### config.mk
export PLATFORM = sky130hd
export DESIGN_NAME = adsr_step
export DESIGN_NICKNAME = d
export VERILOG_FILES = /design/src/design/adsr_pkg.sv /design/src/design/adsr_step.sv
export SDC_FILE = /design/constraint.sdc
export NUM_CORES = 2
export LEC_CHECK = 0
export ABC_AREA = 1
export BUFFER_PORTS_ARGS = -buffer_cell sky130_fd_sc_hd__buf_2
export CAP_MARGIN = 10
export CORE_MARGIN = 5
export CORE_UTILIZATION = 60
export DETAILED_ROUTE_END_ITERATION = 10
export GPL_TIMING_DRIVEN = 0
export PLACE_DENSITY = 0.89
export SYNTH_ARGS = -nofsm -noshare
export SYNTH_HDL_FRONTEND = slang
export SYNTH_SLANG_ARGS = --single-unit
### constraint.sdc
create_clock -name vclk -period 15.85
set_input_delay 1.585 -clock vclk [all_inputs]
set_output_delay 1.585 -clock vclk [all_outputs]
set_load 0.005 [all_outputs]
### src/design/adsr_pkg.sv
// ----------------------------------------------------------------------------
// ADSR envelope package
// Phase codes, register indexes, register reset values and the register
// record shared by the envelope modules.
// ----------------------------------------------------------------------------
package adsr_pkg;

   localparam int CSR_INDEX_BITS = 3;
   localparam int CSR_DATA_BITS  = 24;
   localparam int SUSTAIN_BITS   = 23;
   localparam int RATE_BITS      = 24;
   localparam int COEF_BITS      = 16;
   localparam int PHASE_BITS     = 3;

   typedef enum logic [PHASE_BITS-1:0] {
      PH_OFF     = 3'd0,
      PH_ATTACK  = 3'd1,
      PH_DECAY   = 3'd2,
      PH_SUSTAIN = 3'd3,
      PH_RELEASE = 3'd4
   } phase_type;

   typedef enum logic [CSR_INDEX_BITS-1:0] {
      CSR_EXP_MODE      = 3'd0,
      CSR_SUSTAIN_LEVEL = 3'd1,
      CSR_ATTACK_RATE   = 3'd2,
      CSR_DECAY_RATE    = 3'd3,
      CSR_RELEASE_RATE  = 3'd4,
      CSR_ATTACK_COEF   = 3'd5,
      CSR_DECAY_COEF    = 3'd6,
      CSR_RELEASE_COEF  = 3'd7
   } csr_index_type;

   typedef struct packed {
      logic                    exp_mode;
      logic [SUSTAIN_BITS-1:0] sustain_level;
      logic [RATE_BITS-1:0]    attack_rate;
      logic [RATE_BITS-1:0]    decay_rate;
      logic [RATE_BITS-1:0]    release_rate;
      logic [COEF_BITS-1:0]    attack_coef;
      logic [COEF_BITS-1:0]    decay_coef;
      logic [COEF_BITS-1:0]    release_coef;
   } adsr_cfg_type;

   localparam adsr_cfg_type CFG_RESET = '{
      exp_mode:      1'b0,
      sustain_level: 23'd0,
      attack_rate:   24'd83886,
      decay_rate:    24'd83886,
      release_rate:  24'd47934,
      attack_coef:   16'd63762,
      decay_coef:    16'd62627,
      release_coef:  16'd26400
   };

endpackage

### src/design/adsr_step.sv
// ----------------------------------------------------------------------------
// ADSR tick update
// Combinational next phase, next level and release step for one tick, plus
// the converter code of the new level.
// ----------------------------------------------------------------------------
module adsr_step
   import adsr_pkg::*;
#(
   parameter int LEVEL_BITS = 22,
   parameter int DAC_BITS   = 12
) (
   input  adsr_cfg_type        cfg,
   input  logic [LEVEL_BITS:0] sus,
   input  logic [LEVEL_BITS:0] atk_step,
   input  logic [LEVEL_BITS:0] dec_step,
   input  logic                gate,
   input  phase_type           phase_cur,
   input  logic [LEVEL_BITS:0] level_cur,
   input  logic [LEVEL_BITS:0] rel_step_cur,
   output phase_type           phase_nxt,
   output logic [LEVEL_BITS:0] level_nxt,
   output logic [LEVEL_BITS:0] rel_step_nxt,
   output logic [DAC_BITS-1:0] dac_code
);

   localparam int W  = LEVEL_BITS + 1;
   localparam int AW = W + 1;
   localparam int EW = AW + COEF_BITS;
   localparam int CW = W + COEF_BITS;
   localparam int RW = W + RATE_BITS;
   localparam int DW = W + DAC_BITS;
   localparam logic [W-1:0]  FULL_SCALE = W'(1) << LEVEL_BITS;
   localparam logic [AW-1:0] FS_ATK     = AW'(1) << LEVEL_BITS;
   localparam logic [AW-1:0] TARGET     = (AW'(1) << LEVEL_BITS) + (AW'(1) << (LEVEL_BITS - 1));
   localparam logic [W-1:0]  FLOOR      = W'((64'd1 << LEVEL_BITS) / 660);
   localparam logic [DW-1:0] DAC_MAX    = DW'((64'd1 << DAC_BITS) - 64'd1);

   logic [EW-1:0] atk_prod;
   logic [AW-1:0] atk_exp;
   logic [AW-1:0] atk_lin;
   logic [AW-1:0] atk_new;
   logic [W-1:0]  dec_excess;
   logic [CW-1:0] dec_prod;
   logic [W-1:0]  dec_exp;
   logic [W-1:0]  dec_lin;
   logic [W-1:0]  dec_new;
   logic [CW-1:0] rel_prod;
   logic [W-1:0]  rel_exp;
   logic [RW-1:0] rs_prod;
   logic [W-1:0]  rs_raw;
   logic [W-1:0]  rs_new;
   logic [DW-1:0] code_wide;

   always_comb begin
      // Exponential attack keeps a fraction of the distance to 1.5x full scale.
      atk_prod = EW'(TARGET - AW'(level_cur)) * EW'(cfg.attack_coef);
      atk_exp  = TARGET - AW'(atk_prod >> COEF_BITS);
      atk_lin  = AW'(level_cur) + AW'(atk_step);
      atk_new  = cfg.exp_mode ? atk_exp : atk_lin;

      dec_excess = level_cur - sus;
      dec_prod   = CW'(dec_excess) * CW'(cfg.decay_coef);
      dec_exp    = sus + W'(dec_prod >> COEF_BITS);
      dec_lin    = (level_cur > dec_step) ? level_cur - dec_step : '0;
      dec_new    = cfg.exp_mode ? dec_exp : dec_lin;

      rel_prod = CW'(level_cur) * CW'(cfg.release_coef);
      rel_exp  = W'(rel_prod >> COEF_BITS);

      // Step used if this tick starts the release.
      rs_prod = RW'(level_cur) * RW'(cfg.release_rate);
      rs_raw  = W'(rs_prod >> RATE_BITS);
      rs_new  = (rs_raw == '0) ? W'(1) : rs_raw;
   end

   always_comb begin
      phase_nxt    = phase_cur;
      level_nxt    = level_cur;
      rel_step_nxt = rel_step_cur;
      case (phase_cur)
         PH_ATTACK: begin
            if (!gate) begin
               rel_step_nxt = rs_new;
               phase_nxt    = PH_RELEASE;
            end else if (atk_new >= FS_ATK) begin
               level_nxt = FULL_SCALE;
               phase_nxt = PH_DECAY;
            end else begin
               level_nxt = W'(atk_new);
            end
         end
         PH_DECAY: begin
            if (!gate) begin
               rel_step_nxt = rs_new;
               phase_nxt    = PH_RELEASE;
            end else if (level_cur <= sus || dec_new <= sus) begin
               level_nxt = sus;
               phase_nxt = PH_SUSTAIN;
            end else begin
               level_nxt = dec_new;
            end
         end
         PH_SUSTAIN: begin
            if (!gate) begin
               rel_step_nxt = rs_new;
               phase_nxt    = PH_RELEASE;
            end else begin
               level_nxt = sus;
            end
         end
         PH_RELEASE: begin
            if (cfg.exp_mode) begin
               if (rel_exp <= FLOOR) begin
                  level_nxt = '0;
                  phase_nxt = PH_OFF;
               end else begin
                  level_nxt = rel_exp;
               end
            end else if (level_cur <= rel_step_cur) begin
               level_nxt = '0;
               phase_nxt = PH_OFF;
            end else begin
               level_nxt = level_cur - rel_step_cur;
            end
         end
         default: begin
            phase_nxt = PH_OFF;
            if (gate) begin
               level_nxt = '0;
               phase_nxt = PH_ATTACK;
            end
         end
      endcase
   end

   // level * (2^DAC_BITS - 1) as a shift and a subtract.
   always_comb begin
      code_wide = ((DW'(level_nxt) << DAC_BITS) - DW'(level_nxt)) >> LEVEL_BITS;
      dac_code  = (code_wide > DAC_MAX) ? DAC_MAX[DAC_BITS-1:0] : code_wide[DAC_BITS-1:0];
   end

endmodule

==> reports/results.ini <==
[global_route]
globalRouteTotalUtil_pct=44.1
antenna_found_initial=26
grt_pass1_vias=65400
grt_overflow=0
grt_pass1_wl_mm=388
grt_max_degree=13

[layout]
n_clock_buffer=0
drive_gt1_share_pct=7.54
regArea_um2=0
fin_area_mm2=0.0715
fin_nets=11800
nFillCells=9444
synthToLayoutAreaGrowth_pct=8.16
flops_and_latches=0

[timing]
fin_ws_ns=-1.02
maxSlewHeadroom_pct=15.2
drv_slew=0
tightest_slew_ns=1.27
finalCritPeriodShare_pct=106
rsz0062_at_grt=true
setup_viol=13
hold_violations=0
min_period_ns=16.87
fmax_ghz=0.0593
whs_ns=3.49

[setup_path]
crit_arrival_ns=15.28
path_buf_inv=17
max_stage_delay_ns=0.54
cp-start-kind=input port
cp_common_cell=nand2_2
timing_worst_setup_path_type=input port to output port
crit_path_top_delay_cell=fa_1
crit_fanout=10
path_delay_family=adder cells
required_ns=14.27
worstSetupEndpointType=output port

[logic_synthesis]
yosysWarnings=0
ys_top_cells_by_count=2349 x nand2_1, 2323 x inv_1, 1415 x fa_1
syn_inst=9097
yosysTopAreaCell=fa_1
syn_area_mm2=0.0661
yosys.area.top_type_share_pct=42.9
synth_seq_area_share_pct=0
synth_area_leaders=fa_1 43%, nand2_1 13%, inv_1 13%
yosysUniqueCellTypes=68
synth_area_per_cell_um2=7.27
synth.most_common_cell=nand2_1
synth_fp_nets=11400

[run]
maxCapViolations=0

[min_path]
hold_depth=4
hp-class=input port to output port
hold_start=rel_step_cur[10]
hold_path_end=rel_step_nxt[10]

[detailed_routing]
dr.pass1.iters=10
wl_per_cell_um=23.7
drc=0
drt_iter0_markers=6603
routed_wl_mm=260
ant_nets=0
via_per_inst=5.82
via_count=63700

[floorplanning]
die_w_um=342
num_io_pins=324
core_area_mm2=0.109
die_h_um=342
rows=121
die-area_mm2=0.117
initial_core_util_pct=60.5

[run_status]
outcome=complete, but fails checks
violations=setup timing

[placed_design]
io_buffer_count=240
gp_congestion=1.10
placed_cell_area_mm2=0.0691
hpwl_mm=219

-- how the worst max path moves through the flow --
stage | startpoint | endpoint | cells after the start
2_1_floorplan | level_cur[0] | dac_code[10] | 84
3_3_place_gp | level_cur[0] | dac_code[3] | 79
3_5_place_dp | level_cur[1] | dac_code[3] | 77
4_1_cts | level_cur[0] | dac_code[1] | 86
5_1_grt | level_cur[0] | dac_code[2] | 86
6_report | sus[5] | dac_code[2] | 79
-- layout make-up --
type                            instances  area [um^2]  area share [%]
Tap cell                             1476         1850            2.58
Inverter                             2374         8960            12.5
Antenna cell                           22         55.1          0.0770
Multi-Input combinational cell       6405        57000            79.8
Timing Repair Buffer                  352         2290            3.21
Buffer                                318         1320            1.84
-- timing repair --
action | in CTS | in global routing
setup buffers | 69 | 42
hold buffers | 0 | 0
pin swaps | 92 | 84
gates cloned | 2 | 1
gates resized for setup | 218 | 122
setup endpoints to repair | 36 | 36
-- tightest hold or removal path, cell delays in order --
cell,delay [ns]
buf_2,0.10
nand2_1,0.05
o21ai_0,0.06
buf_2,0.11
-- cell usage in the layout, fill, tap and decap left out, types with 21 or more instances in the layout --
cell	count
nand2_1	2315
inv_1	2305
fa_1	1411
ha_1	613
nor2_1	611
a21oi_1	321
clkbuf_1	270
buf_2	230
nand3_1	209
o21ai_0	197
buf_4	93
xor2_1	81
nand4_1	57
xnor2_1	50
nand2_2	48
nor3_1	43
buf_6	37
inv_2	36
o211ai_1	28
a21oi_2	25
nand2_4	25
or2_2	24
nand3_2	24
nor2_2	24
buf_1	23
a31oi_1	23
diode_2	22
clkinv_1	21
-- kinds of logic (layout without fill, tap and decap cells) --
kind of cell	after synthesis	count (layout)	share of synthesized area, %
mux	1	1	0.0151
buf+inv	2693	3044	15.4
simple gates	3460	3461	21.5
fa+ha+maj	2049	2049	54.9
compound gates	750	750	6.32
other cells	0	22	0
xor+xnor	144	144	1.92
-- per-stage QoR --
step	TNS [ns]	std cells	util [%]	setup WS (ns)
5_1_grt	-19.08	10900	65.5	-1.51
2_1_floorplan	0	9097	-	0.0160
3_3_place_gp	-91.72	10800	63.3	-3.89
3_5_place_dp	-99.51	10800	63.3	-4.12
6_report	-12.03	10900	65.5	-1.02
4_1_cts	-10.12	10900	64.7	-0.879
-- metal layers --
layer / vias up / share of wire (%) / global-route usage [%]
li1: 27500 / - / -
met1: 30700 / 36 / 55.6
met2: 4462 / 42 / 65.2
met3: 1093 / 15 / 17.9
met4: 14 / 7.1 / 23.5
met5: - / 0.034 / 0
