**src/design/adsr_pkg.sv**
```systemverilog
// ----------------------------------------------------------------------------
// ADSR envelope package
// Phase codes, register indexes, register reset values and the register
// record shared by the envelope modules.
// ----------------------------------------------------------------------------
package adsr_pkg;

   localparam int CSR_INDEX_BITS = 3;
   localparam int CSR_DATA_BITS  = 24;
   localparam int SUSTAIN_BITS   = 23;
   localparam int RATE_BITS      = 24;
   localparam int COEF_BITS      = 16;
   localparam int PHASE_BITS     = 3;

   typedef enum logic [PHASE_BITS-1:0] {
      PH_OFF     = 3'd0,
      PH_ATTACK  = 3'd1,
      PH_DECAY   = 3'd2,
      PH_SUSTAIN = 3'd3,
      PH_RELEASE = 3'd4
   } phase_type;

   typedef enum logic [CSR_INDEX_BITS-1:0] {
      CSR_EXP_MODE      = 3'd0,
      CSR_SUSTAIN_LEVEL = 3'd1,
      CSR_ATTACK_RATE   = 3'd2,
      CSR_DECAY_RATE    = 3'd3,
      CSR_RELEASE_RATE  = 3'd4,
      CSR_ATTACK_COEF   = 3'd5,
      CSR_DECAY_COEF    = 3'd6,
      CSR_RELEASE_COEF  = 3'd7
   } csr_index_type;

   typedef struct packed {
      logic                    exp_mode;
      logic [SUSTAIN_BITS-1:0] sustain_level;
      logic [RATE_BITS-1:0]    attack_rate;
      logic [RATE_BITS-1:0]    decay_rate;
      logic [RATE_BITS-1:0]    release_rate;
      logic [COEF_BITS-1:0]    attack_coef;
      logic [COEF_BITS-1:0]    decay_coef;
      logic [COEF_BITS-1:0]    release_coef;
   } adsr_cfg_type;

   localparam adsr_cfg_type CFG_RESET = '{
      exp_mode:      1'b0,
      sustain_level: 23'd0,
      attack_rate:   24'd83886,
      decay_rate:    24'd83886,
      release_rate:  24'd47934,
      attack_coef:   16'd63762,
      decay_coef:    16'd62627,
      release_coef:  16'd26400
   };

endpackage

```
**src/design/adsr_csr.sv**
```systemverilog
// ----------------------------------------------------------------------------
// ADSR register file
// Holds the configuration registers and the per-tick quantities that depend
// on them alone: clamped sustain level and the linear attack and decay steps.
// ----------------------------------------------------------------------------
module adsr_csr
   import adsr_pkg::*;
#(
   parameter int LEVEL_BITS = 22
) (
   input  logic                      clock,
   input  logic                      reset,
   input  logic                      csr_wen,
   input  logic [CSR_INDEX_BITS-1:0] csr_index,
   input  logic [CSR_DATA_BITS-1:0]  csr_wdata,
   output adsr_cfg_type              cfg,
   output logic [LEVEL_BITS:0]       sus,
   output logic [LEVEL_BITS:0]       atk_step,
   output logic [LEVEL_BITS:0]       dec_step
);

   localparam int W  = LEVEL_BITS + 1;
   localparam int SW = (W > SUSTAIN_BITS) ? W : SUSTAIN_BITS;
   localparam int AW = LEVEL_BITS + RATE_BITS;
   localparam int PW = W + RATE_BITS;
   localparam logic [W-1:0]  FULL_SCALE = W'(1) << LEVEL_BITS;
   localparam logic [SW-1:0] FS_WIDE    = SW'(1) << LEVEL_BITS;

   adsr_cfg_type   cfg_ff, cfg_in;
   logic [W-1:0]   sus_ff, sus_in;
   logic [W-1:0]   atk_step_ff, atk_step_in;
   logic [W-1:0]   dec_step_ff, dec_step_in;
   logic [SW-1:0]  sus_wide;
   logic [AW-1:0]  atk_wide;
   logic [W-1:0]   atk_raw;
   logic [W-1:0]   dec_span;
   logic [PW-1:0]  dec_prod;
   logic [W-1:0]   dec_raw;

   always_comb begin
      cfg_in = cfg_ff;
      if (reset) begin
         cfg_in = CFG_RESET;
      end else if (csr_wen) begin
         unique case (csr_index)
            CSR_EXP_MODE:      cfg_in.exp_mode      = csr_wdata[0];
            CSR_SUSTAIN_LEVEL: cfg_in.sustain_level = csr_wdata[SUSTAIN_BITS-1:0];
            CSR_ATTACK_RATE:   cfg_in.attack_rate   = csr_wdata[RATE_BITS-1:0];
            CSR_DECAY_RATE:    cfg_in.decay_rate    = csr_wdata[RATE_BITS-1:0];
            CSR_RELEASE_RATE:  cfg_in.release_rate  = csr_wdata[RATE_BITS-1:0];
            CSR_ATTACK_COEF:   cfg_in.attack_coef   = csr_wdata[COEF_BITS-1:0];
            CSR_DECAY_COEF:    cfg_in.decay_coef    = csr_wdata[COEF_BITS-1:0];
            CSR_RELEASE_COEF:  cfg_in.release_coef  = csr_wdata[COEF_BITS-1:0];
            default: ;
         endcase
      end
   end

   // Derived values follow the next register contents, so they are registered
   // on the same edge as the registers they come from.
   always_comb begin
      sus_wide = SW'(cfg_in.sustain_level);
      sus_in   = (sus_wide > FS_WIDE) ? FULL_SCALE : W'(sus_wide);

      // Full scale times a Q24 rate is a plain shift.
      atk_wide    = (AW'(cfg_in.attack_rate) << LEVEL_BITS) >> RATE_BITS;
      atk_raw     = W'(atk_wide);
      atk_step_in = (atk_raw == '0) ? W'(1) : atk_raw;

      dec_span    = FULL_SCALE - sus_in;
      dec_prod    = PW'(dec_span) * PW'(cfg_in.decay_rate);
      dec_raw     = W'(dec_prod >> RATE_BITS);
      dec_step_in = (dec_raw == '0) ? W'(1) : dec_raw;
   end

   always_ff @(posedge clock) begin
      cfg_ff      <= cfg_in;
      sus_ff      <= sus_in;
      atk_step_ff <= atk_step_in;
      dec_step_ff <= dec_step_in;
   end

   assign cfg      = cfg_ff;
   assign sus      = sus_ff;
   assign atk_step = atk_step_ff;
   assign dec_step = dec_step_ff;

endmodule

```
**config.mk**
```make
export PLATFORM = sky130hd
export DESIGN_NAME = adsr_csr
export DESIGN_NICKNAME = d
export VERILOG_FILES = /design/src/design/adsr_pkg.sv /design/src/design/adsr_csr.sv
export SDC_FILE = /design/constraint.sdc
export NUM_CORES = 2
export LEC_CHECK = 0
export CAP_MARGIN = 20
export CORE_UTILIZATION = 30
export CTS_BUF_LIST = sky130_fd_sc_hd__clkbuf_4 sky130_fd_sc_hd__clkbuf_8
export CTS_CLUSTER_DIAMETER = 120
export DETAILED_ROUTE_END_ITERATION = 8
export DONT_BUFFER_PORTS = 1
export GPL_TIMING_DRIVEN = 0
export REMOVE_ABC_BUFFERS = 1
export SLEW_MARGIN = 20
export SYNTH_ARGS = -nofsm -noshare
export SYNTH_HDL_FRONTEND = slang
export SYNTH_SLANG_ARGS = --single-unit
```
**constraint.sdc**
```tcl
create_clock -name clock -period 14 [get_ports clock]
set_input_delay 2.8 -clock clock [delete_from_list [all_inputs] [get_ports clock]]
set_output_delay 2.8 -clock clock [all_outputs]
set_load 0.005 [all_outputs]
```
==> summary.txt <==
Outcome
  • Outcome: finished clean

Routing
  • Wire length per cell: 19.1 µm
  • Initial DRC Count: 1250
  • First drt pass iteration count: 6
  • Post-route DRC: 0
  • Met3 wire length: 7210 µm
  • DR top layer: met4
  • Final wirelength: 78100 µm
  • Total number of vias: 19900
  • M1 WL: 32000 µm
  • Routed wl met2: 36300 µm
  • Vias per cell: 4.87
  • Routed Antenna Nets: 0

Global route
  • Vias in the first global route: 19900
  • GRT Total Usage: 18.3%
  • Global-route wire length before repair: 121000 µm
  • GR Overflow Total: 0
  • Antenna violations before repair: 1
  • Largest net degree at the start of global routing: 172

Die
  • Rows: 106
  • Die ar.: 86000 µm²
  • Die height: 293 µm
  • Die width: 293 µm
  • Core area: 83800 µm²
  • Ports: 243
  • Initial core utilization: 30.4%

Logic synthesis
  • Post-synth EDFFs: 0
  • Register area share after synthesis: 16.6%
  • Netlist cell types: 81
  • Count leader, synth: nand2_1
  • YS warnings: 0
  • Synthesized area: 25500 µm²
  • Dominant synthesized flop cell: dfxtp_1
  • Mean post-synth cell area: 8.47 µm²
  • Post-synth top area cell: fa_1
  • Async set-reset flop share out of synthesis: 0%
  • Synth top cells by count: nand2_1 (715), inv_1 (545), fa_1 (458)
  • Yosys reg bits: 211
  • Synth area leaders: fa_1 (36%), dfxtp_1 (17%), nand2_1 (11%), ha_1 (8.4%), inv_1 (8.0%)
  • Synth top area share: 36.0%
  • Post-Syn Instances: 3006

STA
  • Final Setup Violations: 0
  • Setup Skew: 0.0552 ns
  • Final slew viol count: 0
  • Tcrit/Tclk final: 96.9%
  • RSZ-0062 raised after global routing: false
  • Max Clk Rate: 0.0737 GHz
  • Final min period: 13.57 ns
  • Final WS setup: 0.428 ns
  • Max-slew headroom: 25.8%
  • Final hold vios: 0
  • Worst-Margin Slew: 1.11 ns

Flow run
  • Max Cap Viol: 0

Clock tree
  • Clock Path Buffers: 3
  • CTS buffer count: 39
  • CTS hold repair buffers: 0
  • Reg clk slew, reported paths: 0.06 ns
  • H-tree levels: 2
  • CTS tree: done
  • Clock root cell: clkbuf_8
  • Clock Sink Count: 211
  • Worst-Skew Late Latency: 0.63 ns
  • Post-CTS Setup Inserts: 0

Setup path
  • R2R Path End: dec_step[0]
  • Setup crit end kind: register
  • Critical Path Source: csr_index[2]
  • R2R setup slack: 2.72 ns
  • Critical path class: primary input to register
  • Worst path max stage delay: 0.78 ns
  • Cell mode on critical path: fa_1
  • R2R cell count: 28
  • Crit path required time: 14.50 ns
  • Critical Path Sink: dec_step[0]
  • Crit start category: primary input
  • Slowest cell on the critical path: a2111oi_2
  • Worst r2r src: cfg[126]
  • Maximum fanout along the worst path: 26
  • WP data arrival: 14.08 ns

Finish
  • Nets: 3586
  • Proportion of layout cells with a drive suffix above 1: 5.76%
  • # fillers: 8732
  • Area delta synth->final: 9.84%

Worst hold path
  • Min-delay worst type: register to register

Place
  • Hpwl dp: 62100 µm
  • Port-buffer cells: 0
  • Post-Place Setup Slack: -0.655 ns
  • GP Congestion: 0.901
state kept, by name (all words and copies together) (netlist names):
name / count
sus: 22
cfg: 144
atk_step: 22
dec_step: 23
cell families after synthesis:
group | synth area share [%]
xor+xnor | 1.23
simple gates | 19.7
mux | 0.418
other cells | 0.0147
buf+inv | 10.7
compound gates | 6.89
fa+ha+maj | 44.4
flops | 16.6
per-layer routing:
metal	vias up	global-route usage, %
li1	9005	-
met1	9935	23.6
met2	824	29.8
met3	142	4.64
met4	0	6.34
met5	-	0
placed cells by master, fill, tap and decap left out, drive strengths merged, types with 3 or more instances in the layout:
| cell type | count |
|---|---|
| nand2 | 716 |
| a21oi | 137 |
| dfxtp | 211 |
| ha | 171 |
| or4 | 14 |
| clkinv | 8 |
| o21a | 8 |
| and3 | 10 |
| o211ai | 3 |
| nor2b | 10 |
| inv | 547 |
| a311oi | 3 |
| mux2i | 8 |
| nor2 | 140 |
| o22ai | 6 |
| a31o | 4 |
| fa | 458 |
| o211a | 4 |
| a31oi | 9 |
| xor2 | 10 |
| o21ai | 39 |
| a21o | 30 |
| and2 | 88 |
| nand3 | 17 |
| nor3b | 4 |
| nor4 | 14 |
| nor3 | 26 |
| nand4 | 15 |
| o31ai | 4 |
| or2 | 4 |
| buf | 36 |
| nand2b | 9 |
| a211oi | 10 |
| xnor2 | 24 |
| clkbuf | 56 |
| nand3b | 57 |
| or3 | 3 |
how the worst min path moves through the flow:
stage	end	depth (start not counted)	slack (ns)	startpoint
finish	cfg[22]	2	0.46	cfg[22]
global route	cfg[22]	2	0.49	cfg[22]
CTS	cfg[22]	2	0.47	cfg[22]
detailed placement	cfg[22]	2	0.46	cfg[22]
global placement	cfg[7]	2	0.45	cfg[7]
floorplan	cfg[0]	2	0.45	cfg[0]
per-stage QoR:
stage / cell area [µm²] / std cells / utilization (%) / setup TNS [ns] / hold slack [ns]
6_report: 28000 / 4088 / 33.4 / 0 / 0.465
4_1_cts: 27900 / 4085 / 33.3 / 0 / 0.467
3_3_place_gp: 26200 / 3983 / 31.3 / -29.00 / 0.454
5_1_grt: 28000 / 4087 / 33.4 / 0 / 0.485
3_5_place_dp: 27000 / 4019 / 32.3 / -0.655 / 0.459
2_1_floorplan: 24800 / 2849 / - / 0 / 0.447
critical path: cells and delay by family:
kind | cells | cell delay [ns]
buf+inv | 3 | 0.17
simple gates | 10 | 3.59
fa+ha+maj | 8 | 4.02
compound gates | 7 | 3.26
xor+xnor | 1 | 0.20
final cells by class:
class	count	area (µm²)	share of cell area [%]
Multi-Input combinational cell	2090	18900	67.6
Clock inverter	10	115	0.412
Timing Repair Buffer	36	534	1.91
Inverter	549	2060	7.37
Sequential cell	211	4220	15.1
Antenna cell	2	5.00	0.0179
Tap cell	1134	1420	5.07
Clock buffer	56	708	2.53
repair_timing:
item | in CTS | in global routing
setup endpoints to repair | 1 | 1
gates resized for setup | 4 | 7
pin swaps | 0 | 1
cloned | 0 | 1
Power is left out: the tool's default activity adds up to more than one toggle a clock period on the data nets, which glitch-free logic cannot reach.
